## config.mk

```make
export PLATFORM = sky130hd
export DESIGN_NAME = lavm_ctrl
export DESIGN_NICKNAME = d
export VERILOG_FILES = /design/src/lavm_pkg.sv /design/src/lavm_ctrl.sv
export SDC_FILE = /design/constraint.sdc
export NUM_CORES = 1
export LEC_CHECK = 0
export ABC_CLOCK_PERIOD_IN_PS = 1650
export BUFFER_PORTS_ARGS = -buffer_cell sky130_fd_sc_hd__buf_2
export CAP_MARGIN = 20
export CORE_MARGIN = 5
export CORE_UTILIZATION = 35
export CTS_CLUSTER_DIAMETER = 30
export CTS_CLUSTER_SIZE = 14
export DETAILED_ROUTE_END_ITERATION = 6
export PLACE_DENSITY = 0.62
export SYNTH_ARGS = -nofsm -noshare
export SYNTH_HDL_FRONTEND = slang
export SYNTH_SLANG_ARGS = --single-unit
```

## constraint.sdc

```tcl
create_clock -name clk -period 1.65 [get_ports clk]
set_clock_uncertainty 0.2 [all_clocks]
set_input_delay 0.165 -clock clk [delete_from_list [all_inputs] [get_ports clk]]
set_output_delay 0.165 -clock clk [all_outputs]
set_load 0.01 [all_outputs]
```

## src/lavm_pkg.sv

```systemverilog
// look-at view matrix: shared widths, types, codes and command/status structs
// used by the normalize unit, the datapath, the controller and the top level
`default_nettype none

package lavm_pkg;

	// fixed-point formats
	localparam int COORD_FRAC_BITS = 16;
	localparam int UNIT_FRAC_BITS  = 14;
	localparam int COORD_W         = 32;
	localparam int UNIT_W          = 16;
	localparam int DIFF_W          = COORD_W + 1;
	localparam int UPROD_W         = 2 * UNIT_W + 1;
	localparam int ACC_W           = COORD_W + UNIT_W + 2;

	// normalize unit sizing: the largest magnitude is scaled into [2^(NORM_HI-1), 2^NORM_HI)
	localparam int MAG_W    = DIFF_W;
	localparam int NORM_HI  = 30;
	localparam int SUMSQ_W  = 2 * NORM_HI + 2;
	localparam int ROOT_W   = SUMSQ_W / 2;
	localparam int REM_W    = ROOT_W + 3;
	localparam int DREM_W   = ROOT_W + 1;
	localparam int QUO_W    = UNIT_FRAC_BITS + 2;
	localparam int NUM_W    = NORM_HI + UNIT_FRAC_BITS + 1;
	localparam int CNT_W    = $clog2(ROOT_W + 1);

	// constants
	localparam int UNIT_ONE       = 1 << UNIT_FRAC_BITS;
	localparam int ROUND_HALF     = 1 << (UNIT_FRAC_BITS - 1);
	localparam int STEP_TWENTIETH = ((1 << COORD_FRAC_BITS) + 10) / 20;
	localparam int EYE_Z_RESET    = 5 << COORD_FRAC_BITS;

	// command kinds
	localparam logic [1:0] KIND_LOOK = 2'd0;
	localparam logic [1:0] KIND_AIM  = 2'd1;
	localparam logic [1:0] KIND_MOVE = 2'd2;

	// last axis / component index
	localparam logic [1:0] LAST_AXIS = 2'd2;

	typedef logic signed [COORD_W-1:0] coord_t;
	typedef logic signed [UNIT_W-1:0]  unit_t;
	typedef logic signed [DIFF_W-1:0]  diff_t;

	// controller to datapath
	typedef struct packed {
		logic       load;
		logic       norm_start;
		logic       norm_sel;
		logic       keep_b;
		logic       up_en;
		logic       commit;
		logic       orbit_step;
		logic       tr_mac;
		logic       tr_fin;
		logic       emit;
		logic [1:0] idx;
		logic [1:0] col;
	} cmd_t;

	// datapath to controller
	typedef struct packed {
		logic       norm_done;
		logic       norm_ok;
		logic [1:0] kind;
		logic       orbit;
	} stat_t;

endpackage

`default_nettype wire

```

## src/lavm_ctrl.sv

```systemverilog
// look-at view matrix: controller state machine and handshakes
// issues cmd_t to lavm_dp and reads stat_t back; uses lavm_pkg
`default_nettype none

module lavm_ctrl import lavm_pkg::*; (
	input  wire logic  clk,
	input  wire logic  arst_n,
	input  wire logic  in_valid,
	output logic       in_ready,
	output logic       out_valid,
	input  wire logic  out_ready,
	input  wire stat_t stat,
	output cmd_t       cmd
);

	localparam logic [3:0] C_IDLE   = 4'd0;
	localparam logic [3:0] C_DISP   = 4'd1;
	localparam logic [3:0] C_NB_W   = 4'd2;
	localparam logic [3:0] C_NR     = 4'd3;
	localparam logic [3:0] C_NR_W   = 4'd4;
	localparam logic [3:0] C_UP     = 4'd5;
	localparam logic [3:0] C_COMMIT = 4'd6;
	localparam logic [3:0] C_ORB    = 4'd7;
	localparam logic [3:0] C_TR     = 4'd8;
	localparam logic [3:0] C_FIN    = 4'd9;
	localparam logic [3:0] C_EMIT   = 4'd10;

	logic [3:0] st_q, st_d;
	logic [1:0] row_q, row_d;
	logic [1:0] col_q, col_d;
	logic       ovalid_q;

	// next state and commands
	always_comb begin
		cmd   = '0;
		st_d  = st_q;
		row_d = row_q;
		col_d = col_q;
		cmd.idx = row_q;
		cmd.col = col_q;
		unique case (st_q)
			C_IDLE: begin
				if (in_valid) begin
					cmd.load = 1'b1;
					st_d     = C_DISP;
				end
			end
			C_DISP: begin
				if (stat.kind == KIND_LOOK || stat.kind == KIND_AIM) begin
					cmd.norm_start = 1'b1;
					st_d           = C_NB_W;
				end else begin
					st_d = C_ORB;
				end
			end
			C_NB_W: begin
				if (stat.norm_done) begin
					if (stat.norm_ok) begin
						cmd.keep_b = 1'b1;
						st_d       = C_NR;
					end else begin
						st_d = C_ORB;
					end
				end
			end
			C_NR: begin
				cmd.norm_start = 1'b1;
				cmd.norm_sel   = 1'b1;
				st_d           = C_NR_W;
			end
			C_NR_W: begin
				if (stat.norm_done) begin
					row_d = '0;
					st_d  = stat.norm_ok ? C_UP : C_ORB;
				end
			end
			C_UP: begin
				cmd.up_en = 1'b1;
				if (row_q == LAST_AXIS) begin
					st_d = C_COMMIT;
				end else begin
					row_d = row_q + 2'd1;
				end
			end
			C_COMMIT: begin
				cmd.commit = 1'b1;
				st_d       = C_ORB;
			end
			C_ORB: begin
				cmd.orbit_step = (stat.kind == KIND_LOOK) && !stat.orbit;
				row_d = '0;
				col_d = '0;
				st_d  = C_TR;
			end
			C_TR: begin
				cmd.tr_mac = 1'b1;
				if (col_q == LAST_AXIS) begin
					st_d = C_FIN;
				end else begin
					col_d = col_q + 2'd1;
				end
			end
			C_FIN: begin
				cmd.tr_fin = 1'b1;
				col_d      = '0;
				if (row_q == LAST_AXIS) begin
					st_d = C_EMIT;
				end else begin
					row_d = row_q + 2'd1;
					st_d  = C_TR;
				end
			end
			C_EMIT: begin
				if (!ovalid_q || out_ready) begin
					cmd.emit = 1'b1;
					st_d     = C_IDLE;
				end
			end
			default: st_d = C_IDLE;
		endcase
	end

	// state, counters and output valid
	always_ff @(posedge clk or negedge arst_n) begin
		if (!arst_n) begin
			st_q     <= C_IDLE;
			row_q    <= '0;
			col_q    <= '0;
			ovalid_q <= 1'b0;
		end else begin
			st_q  <= st_d;
			row_q <= row_d;
			col_q <= col_d;
			if (cmd.emit) begin
				ovalid_q <= 1'b1;
			end else if (out_ready) begin
				ovalid_q <= 1'b0;
			end
		end
	end

	assign in_ready  = (st_q == C_IDLE);
	assign out_valid = ovalid_q;

endmodule

`default_nettype wire

```

# == Word-level counts from Yosys, hierarchy flattened ==
# Cells that the tools add are included.
# op_classes
add_sub_neg,2
n_mul,0
div_mod_pow,0
magnitude_cmp,0
eq_ne,21
shifts,0
n_mux,33
bitwise,0
reduce_logical,15
# ops
operator,n
$pmux W4 S11,1
$mux W4,6
$eq A4 B3 Y1 const B,4
$mux W1,16
$ne A2 B2 Y1 const B,8
$eq A4 B4 Y1 const B,3
$mux W2,5
$eq A4 B2 Y1 const B,2
$mux W3,2
$pmux W2 S3,1
$reduce_and A6 Y1,1
$add A2 B1 Y2 const B,2
$eq A2 B2 Y1 const B,2
$eq A4 B1 Y1 const B,1
$logic_not A4 Y1,1
$pmux W2 S2,1
$reduce_bool A2 Y1,2
$reduce_or A2 Y1,2
$reduce_and A3 Y1,1
$reduce_bool A3 Y1,1
$eq A2 B1 Y1 const B,1
$logic_not A1 Y1,2
$logic_not A2 Y1,1
$logic_or A1 B1 Y1,2
3 further kinds,3
# totals
register_bits,9
latch_bits,0
ramBits,0
romBits,0
inputBits,9
out_inout_bits,16
elab_cells,75
memories,0

# == Depth between registers and ports, before layout ==
# Gate-level depths: netlist of the first run.
# depth
ltp_word,5
depth_mapped,6
depth_no_buf,6

# == Worst setup path after synthesis of the first run ==
# Ideal clock, no wire load.
# synth_path
path_type,register to output
from,reg st_q[0]
to,out cmd[13] in the netlist's numbering
t_arrival_ns,1.381
t_required_ns,1.285
setup_slack_ns,-0.096
path_stages_with_launch,5
n_path_buf,2
path_cell_list,dfrtp_1 > clkbuf_2 > buf_2 > nor4_1 > and2_1
# synth_rtl
item,line,source
"start, declared",lavm_ctrl.sv:28,"logic [3:0] st_q, st_d;"
"start signal, assigned",lavm_ctrl.sv:131,st_q <= st_d;
"end, declared",lavm_ctrl.sv:13,output cmd_t cmd

# == Worst setup path after layout of the first run ==
# layout_path
from,reg st_q[2]
to,reg st_q[2]
# layout_between
elab_chain_len,3
word_cells_on_any_way,19
classes_between,eq/ne: 16; mux: 1; reduce/logical: 2
# layout_rtl
item,line,source
"$eq A4 B4 Y1, or another cell as far along",lavm_ctrl.sv:41,unique case (st_q)
$ne A2 B2 Y1 (no source line),-,
$reduce_and A6 Y1 (no source line),-,
# Parallel ways exist; a longest one is shown, timed or not.
# A chain may end at the register's enable or synchronous reset.

==> impl_metrics.csv, run 1 <==
group,metric,value,unit
outcome,status,"complete, but fails checks",
outcome,failed_checks,"setup timing",
placed_design,io_buffers,24,
critical_path,r2r-start,"st_q[2]$_DFFE_PN0P_",
critical_path,rr_worst_depth,5,
yosys,synth_top_cell_area_share,0.283,
placed_design,dp_hpwl,1.68,mm
yosys,yosysWarnings,0,
pwr,power.density,1810,nW/um2
sta,holdWs,0.0329,ns
sta,setup_ws,-0.175,ns
drt,antenna_left,0,
sta,maxSlewViolCount,0,
yosys,yosys.area.top_type,"dfrtp_1",
yosys,synth.area.top_cells,"dfrtp_1, nor2_1, buf_6",
drt,via_per_inst,4.91,
sta,fin_crit_sh,1.11,
sta,setup_viol,17,
yosys,synthCells,89,
sta,tightest_slew,0.277,ns
floorplan,start_util,0.363,
clock_tree,cts.clk_slew.worst_paths,0.06,ns
layout,layout_common_cells,"buf_2, buf_4, buf_6, nor2_1",
floorplan,dieHeight,57.7,um
floorplan,chipWidth,57.7,um
clock_tree,cts_sinks,9,
yosys,synthAdderAreaFrac,0.0314,
drt,wl_per_cell,13.8,um
yosys,synth_area,796,um2
drt,wl,2.40,mm
layout,diodes,0,
worst_hold_path,hold-path-endpoint,"out_valid$_DFFE_PN0P_",
sta,final_hold_viol_count,0,
clock_tree,clock-root-buffer,"clkbuf_4",
yosys,async_reset_ff_frac,1.00,
sta,maxClockFrequency,548,MHz
drt,dr.pass1.iters,4,
yosys,synth_edf_count,0,
global_routing,grt_max_degree,10,
yosys,synth_top_family_by_area,"simple AND/OR/NAND/NOR gates",
critical_path,timing.rr.end,"st_q[2]$_DFFE_PN0P_",
yosys,seq_area_frac_synth,0.283,
global_routing,grt_pass1_wl,4.04,mm
floorplan,core,2190,um2
worst_hold_path,hp-start,"out_ready",
critical_path,startpoint_type,"flip-flop",
critical_path,critPathKind,"flip-flop to flip-flop",
layout,area_growth,79.1,%
critical_path,critPathArrivalTime,1.78,ns
global_routing,antenna_found_initial,0,
pwr,total_power,2.57,mW
clock_tree,clk_path_buf_depth,2,
yosys,synth-xor-area-share,0.0110,
floorplan,rows,17,
yosys,ys_types,38,
worst_hold_path,hp-class,"input port to flip-flop",
pwr,power.leakage,0.688,nW
drt,route.detailed.drc,0,
clock_tree,cts_tree,"yes",
clock_tree,insertion_delay,0.27,ns
sta,rsz0062_at_grt,"true",
clock_tree,cts-htree-levels,1,
yosys,synthMuxAreaShare,0.0912,
yosys,ys_ff_latch,9,
layout,drive_gt1_frac,0.678,
pwr,peakVddDrop,1.17,mV
yosys,avgSynthCellArea,8.94,um2
yosys,synth_compound_area_frac,0.153,
critical_path,r2r_setup_slack,-0.17,ns
sta,relSlewSlack,0.814,
clock_tree,cts_buffers,3,
yosys,syn_nets,100,
sta,period_needed,1.82,ns
global_routing,grt_pass1_vias,908,
drt,drt_iter0_markers,13,
floorplan,die_area,3330,um2
global_routing,grt_overflow_total,0,
layout,fin_nets,158,
layout,utilization,0.650,
drt,via_count,854,
critical_path,worst-path-max-fanout,5,
worst_hold_path,holdPathStages,3,
yosys,synth-main-ff-cell,"dfrtp_1",
global_routing,track_usage,0.155,
yosys,yosys.area_share.simple,0.333,
placed_design,place_congestion,0.789,
critical_path,end_kind,"flip-flop",
run,drv_cap,0,
critical_path,required,1.61,ns
floorplan,io_pins,25,
critical path, cell delays in order, from the launching register on:
cell,delay [ns]
dfrtp_2,0.44
buf_4,0.16
nor4b_4,0.26
a211oi_2,0.07
o211ai_2,0.26
mux2_4,0.32
power breakdown:
| part | total [mW] | internal (mW) | switching [mW] |
|---|---|---|---|
| combinational | 1.98 | 1.09 | 0.896 |
| sequential | 0.416 | 0.312 | 0.104 |
| clock | 0.174 | 0.0935 | 0.0809 |
Yosys cell counts, drive strengths merged, types with 3 or more instances:
library cell and count:
nand2 4, nor3 6, inv 5, dfrtp 9, buf 6, nand2b 5, nor2 12, nor2b 5
mux2 4, o21ai 6, nor4 3
routing by layer:
layer,share of wire,global-route usage
met5,0,0
met4,0.010,0.0596
met3,0.033,0.0356
met2,0.52,0.258
met1,0.43,0.193
stage by stage:
stage | instances | setup WS (ns) | instance area (um2) | setup TNS, ns
finish | 174 | -0.175 | 1430 | -1.61
global route | 174 | -0.235 | 1430 | -2.71
CTS | 173 | -0.158 | 1350 | -1.48
detailed placement | 159 | -0.159 | 1090 | -0.748
floorplan | 89 | -0.0761 | 805 | -0.152
global placement | 159 | -0.0929 | 1090 | -0.381
layout make-up:
type | instances | area [um2]
Multi-Input combinational cell | 68 | 658
Inverter | 5 | 18.8
Timing Repair Buffer | 60 | 457
Sequential cell | 9 | 230
Tap cell | 28 | 35.0
Fill cell | 169 | 766
Clock buffer | 4 | 26.3
registers in the layout (all words and copies together) (netlist names):
signal     count
out_valid      1
col_q          2
st_q           4
row_q          2
cells by family (layout without fill, tap and decap cells):
logic type               Yosys count  count (layout)
multiplexers                       6               6
AO/OA/AOI/OAI                     16              16
flip-flops                         9               9
adder cells (fa/ha/maj)            2               2
AND/OR/NAND/NOR                   43              43
XOR/XNOR                           1               1
buffers and inverters             12              69
repair_timing:
action | in CTS | in global routing
hold buffers | 1 | 0
hold endpoints to repair | 9 | 0
endpoints found under the setup margin | 19 | 19
pin swaps | 11 | 5
gates resized for setup | 35 | 14
buffers inserted | 9 | 1
worst max path at each step:
stage                            to  slack [ns]            startpoint
6_report        st_q[2]$_DFFE_PN0P_       -0.17   st_q[2]$_DFFE_PN0P_
5_1_grt        col_q[1]$_DFFE_PN0P_       -0.23   st_q[3]$_DFFE_PN0P_
4_1_cts                      cmd[6]       -0.16   st_q[3]$_DFFE_PN0P_
3_5_place_dp    st_q[2]$_DFFE_PN0P_       -0.16   st_q[3]$_DFFE_PN0P_
3_3_place_gp    st_q[2]$_DFFE_PN0P_       -0.09   st_q[2]$_DFFE_PN0P_
2_1_floorplan   st_q[1]$_DFFE_PN0P_       -0.08  row_q[0]$_DFFE_PN0P_
(Power assumes the default switching activity.)
==> run 2: changes to the inputs <==
SKIP_CTS_REPAIR_TIMING = 1   (was not set)
==> impl_metrics.csv, run 2 (synthesized netlist as in run 1, its figures left out) <==
group,metric,value,unit
pwr,power.density,1770,nW/um2
sta,setup_viol,16,
placed_design,dp_hpwl,1.68,mm
global_routing,grt_pass1_vias,799,
sta,period_needed,1.82,ns
sta,final_hold_viol_count,0,
floorplan,rows,17,
placed_design,place_congestion,0.789,
layout,drive_gt1_frac,0.627,
clock_tree,clk_path_buf_depth,2,
sta,fin_crit_sh,1.10,
pwr,power.leakage,0.636,nW
layout,utilization,0.591,
placed_design,post_dp_cell_area,1090,um2
global_routing,grt_max_degree,12,
placed_design,pre_cts_slack,-0.159,ns
floorplan,chipWidth,57.7,um
sta,tightest_slew,0.334,ns
layout,n_fill_cell,191,
critical_path,critPathMaxStageDelay,0.46,ns
sta,setup_ws,-0.168,ns
critical_path,worst-path-max-fanout,7,
layout,area_growth,62.6,%
global_routing,grt_pass1_wl,3.55,mm
sta,relSlewSlack,0.774,
sta,maxSlewViolCount,0,
sta,holdWs,0.0329,ns
clock_tree,insertion_delay,0.27,ns
worst_hold_path,hp-class,"input port to flip-flop",
critical_path,end_kind,"flip-flop",
critical_path,crit_chain,"nor4b_1 > a211oi_2 > o211ai_2 > mux2_4",
critical_path,critPathArrivalTime,1.77,ns
floorplan,dieHeight,57.7,um
critical_path,startpoint_type,"flip-flop",
clock_tree,cts-htree-levels,1,
drt,dr.pass1.iters,4,
critical_path,required,1.60,ns
floorplan,io_pins,25,
floorplan,core,2190,um2
drt,via_per_inst,4.98,
drt,wl_per_cell,13.4,um
pwr,peakVddDrop,1.08,mV
drt,via_count,847,
clock_tree,cts.clk_slew.worst_paths,0.06,ns
global_routing,grt_overflow_total,0,
sta,rsz0062_at_grt,"true",
global_routing,antenna_found_initial,0,
clock_tree,cts_sinks,9,
drt,route.detailed.drc,0,
layout,largest_reg_flops,4,
drt,antenna_left,0,
layout,fin_nets,154,
clock_tree,cts_tree,"yes",
drt,drt_iter0_markers,12,
layout,regMostFlops,"st_q",
outcome,status,"complete, but fails checks",
outcome,failed_checks,"setup timing",
layout,diodes,0,
floorplan,start_util,0.363,
sta,maxClockFrequency,550,MHz
layout,layout_common_cells,"buf_2, buf_4, nor2_1, buf_6",
floorplan,die_area,3330,um2
layout,postLayoutCellArea,1290,um2
critical_path,critPathSlowestCell,"dfrtp_2",
run,drv_cap,0,
critical_path,cp_num_buf_inv,0,
drt,wl,2.28,mm
critical_path,critPathKind,"flip-flop to flip-flop",
layout,reg_top3,"st_q (4), col_q (2), row_q (2)",
global_routing,track_usage,0.138,
clock_tree,cts_buffers,3,
placed_design,io_buffers,24,
sta,setup_tns,-1.32,ns
clock_tree,clock-root-buffer,"clkbuf_4",
critical_path,path_delay_family,"flip-flops",
run 2: metal layers:
metal  up-vias  wire, um  track usage
met5         -         0            0
met4         0        25       0.0497
met3         5        90       0.0334
met2        17      1210        0.245
met1       410       948        0.160
li1        415         -            -
run 2: worst paths after layout:
path                                       from               endpoint  slack [ns]  cells past startpoint
hold reg to reg            row_q[0]$_DFFE_PN0P_   row_q[0]$_DFFE_PN0P_        0.42                      2
max in group asynchronous                arst_n    st_q[0]$_DFFE_PN0P_        0.96                      2
min in group asynchronous                arst_n   col_q[1]$_DFFE_PN0P_        0.08                      2
setup / recovery            st_q[2]$_DFFE_PN0P_    st_q[2]$_DFFE_PN0P_       -0.17                      4
hold / removal                        out_ready  out_valid$_DFFE_PN0P_        0.03                      3
setup reg to reg            st_q[2]$_DFFE_PN0P_    st_q[2]$_DFFE_PN0P_       -0.17                      4
run 2: per-stage QoR:
| step | power, mW | std cells |
|---|---|---|
| 3_5_place_dp | 1.78 | 159 |
| 4_1_cts | 1.96 | 163 |
| 3_3_place_gp | 1.74 | 159 |
| 5_1_grt | 2.46 | 170 |
| 2_1_floorplan | 1.30 | 89 |
| 6_report | 2.29 | 170 |
run 2: power by group:
part           switching [mW]  total, mW  internal [mW]  leakage [nW]
Sequential              0.115      0.427          0.312         0.113
Clock                  0.0798      0.173         0.0934        0.0150
Combinational           0.759       1.69          0.928         0.508
Total                   0.954       2.29           1.33         0.636
run 2: tightest hold or removal path: stages:
cell	delay, ns
buf_2	0.08
nor2b_1	0.06
nand2b_1	0.15
run 2: cell type report:
class,count,area [um2],area share
clock buffers,4,26.3,0.0203
inverters,5,18.8,0.0145
multi-input cells,68,584,0.452
flip-flops and latches,9,230,0.178
well taps,28,35.0,0.0271
repair buffers,56,399,0.309
==> run 3: changes to the inputs <==
REMOVE_ABC_BUFFERS = 1   (was not set)
TNS_END_PERCENT = 10   (was not set)
==> impl_metrics.csv, run 3 (synthesized netlist as in run 1, its figures left out) <==
group,metric,value,unit
critical_path,critPathKind,"flip-flop to output port",
floorplan,die_area,3330,um2
sta,rsz0062_at_grt,"true",
outcome,status,"complete, but fails checks",
layout,largest_reg_flops,4,
drt,wl_per_cell,14.0,um
drt,wl,2.34,mm
clock_tree,cts_buffers,3,
outcome,failed_checks,"setup timing",
floorplan,chipWidth,57.7,um
critical_path,required,1.28,ns
sta,setup_viol,16,
layout,utilization,0.560,
layout,reg_top3,"st_q (4), col_q (2), row_q (2)",
drt,via_count,838,
global_routing,track_usage,0.136,
layout,n_fill_cell,200,
sta,tightest_slew,0.282,ns
placed_design,place_congestion,0.813,
global_routing,grt_pass1_vias,769,
drt,drt_iter0_markers,12,
global_routing,grt_pass1_wl,3.55,mm
sta,setup_ws,-0.192,ns
sta,fin_crit_sh,1.12,
drt,dr.pass1.iters,4,
layout,diodes,0,
clock_tree,cts_tree,"yes",
pwr,peakVddDrop,0.795,mV
placed_design,io_buffers,24,
critical_path,end_kind,"output port",
critical_path,startpoint_type,"flip-flop",
sta,final_hold_viol_count,0,
pwr,power.density,1800,nW/um2
global_routing,grt_max_degree,11,
sta,holdWs,0.0364,ns
floorplan,dieHeight,57.7,um
clock_tree,insertion_delay,0.25,ns
layout,seqCellArea,230,um2
floorplan,io_pins,25,
clock_tree,clk_path_buf_depth,2,
critical_path,worst-path-max-fanout,7,
layout,area_growth,54.2,%
floorplan,core,2190,um2
drt,antenna_left,0,
global_routing,grt_overflow_total,0,
run,drv_cap,0,
critical_path,critPathArrivalTime,1.48,ns
sta,relSlewSlack,0.811,
floorplan,start_util,0.363,
sta,maxSlewViolCount,0,
pwr,power.leakage,0.614,nW
layout,final_common_cell,"buf_2",
layout,fin_nets,151,
sta,maxClockFrequency,543,MHz
clock_tree,clock-root-buffer,"clkbuf_4",
clock_tree,cts-htree-levels,1,
drt,via_per_inst,5.02,
sta,period_needed,1.84,ns
layout,regMostFlops,"st_q",
layout,multi_input_comb_area,554,um2
clock_tree,cts_sinks,9,
clock_tree,cts.clk_slew.worst_paths,0.06,ns
floorplan,rows,17,
layout,layout_common_cells,"buf_2, buf_4, nor2_1, inv_1, dfrtp_1",
drt,route.detailed.drc,0,
layout,drive_gt1_frac,0.568,
placed_design,dp_hpwl,1.79,mm
global_routing,antenna_found_initial,0,
worst_hold_path,hp-class,"input port to flip-flop",
-- run 3: changes by cell type in the layout (fill, tap and decap cells not counted), sizes merged --
cell / previous run / this run
buf: 55 / 52
-- run 3: critical path, stage by stage (launching register included) --
cell and delay (ns):
dfrtp_2 0.46, or2b_4 0.29, buf_6 0.14, nor3_4 0.17, buf_2 0.16
-- run 3: layout make-up --
class | count | share of cell area
repair buffers | 53 | 0.296
flip-flops and latches | 9 | 0.188
multi-input cells | 68 | 0.452
inverters | 5 | 0.0153
clock buffers | 4 | 0.0214
well taps | 28 | 0.0285
-- run 3: layer usage --
| layer | routed length, um | vias up | GRT usage |
|---|---|---|---|
| li1 | - | 415 | - |
| met1 | 961 | 409 | 0.172 |
| met2 | 1290 | 14 | 0.234 |
| met3 | 90 | 0 | 0.0312 |
| met4 | 0 | 0 | 0.0298 |
| met5 | 0 | - | 0 |
-- run 3: per-stage QoR --
step,power [mW],cells,instance area (um2),setup TNS (ns),setup slack [ns]
4_1_cts,1.99,164,1110,-2.63,-0.332
2_1_floorplan,1.16,82,737,-1.15,-0.317
5_1_grt,2.39,167,1230,-2.70,-0.286
6_report,2.21,167,1230,-1.38,-0.192
3_5_place_dp,1.81,160,1090,-0.821,-0.152
3_3_place_gp,1.77,160,1090,-0.380,-0.0920
-- run 3: worst paths after layout --
check / endpoint / slack [ns] / depth (start not counted) / from
worst min register to register: row_q[1]$_DFFE_PN0P_ / 0.40 / 2 / row_q[1]$_DFFE_PN0P_
worst min-delay path: out_valid$_DFFE_PN0P_ / 0.04 / 3 / out_ready
max in group asynchronous: st_q[0]$_DFFE_PN0P_ / 0.96 / 2 / arst_n
worst max register to register: st_q[1]$_DFFE_PN0P_ / -0.12 / 5 / st_q[3]$_DFFE_PN0P_
worst max-delay path: cmd[6] / -0.19 / 4 / st_q[2]$_DFFE_PN0P_
min in group asynchronous: col_q[1]$_DFFE_PN0P_ / 0.09 / 2 / arst_n
-- run 3: power by group --
part / total (mW) / internal, mW / switching [mW] / leakage [nW]
Combinational: 1.61 / 0.861 / 0.753 / 0.486
Clock: 0.168 / 0.0931 / 0.0745 / 0.0150
Sequential: 0.425 / 0.312 / 0.113 / 0.113
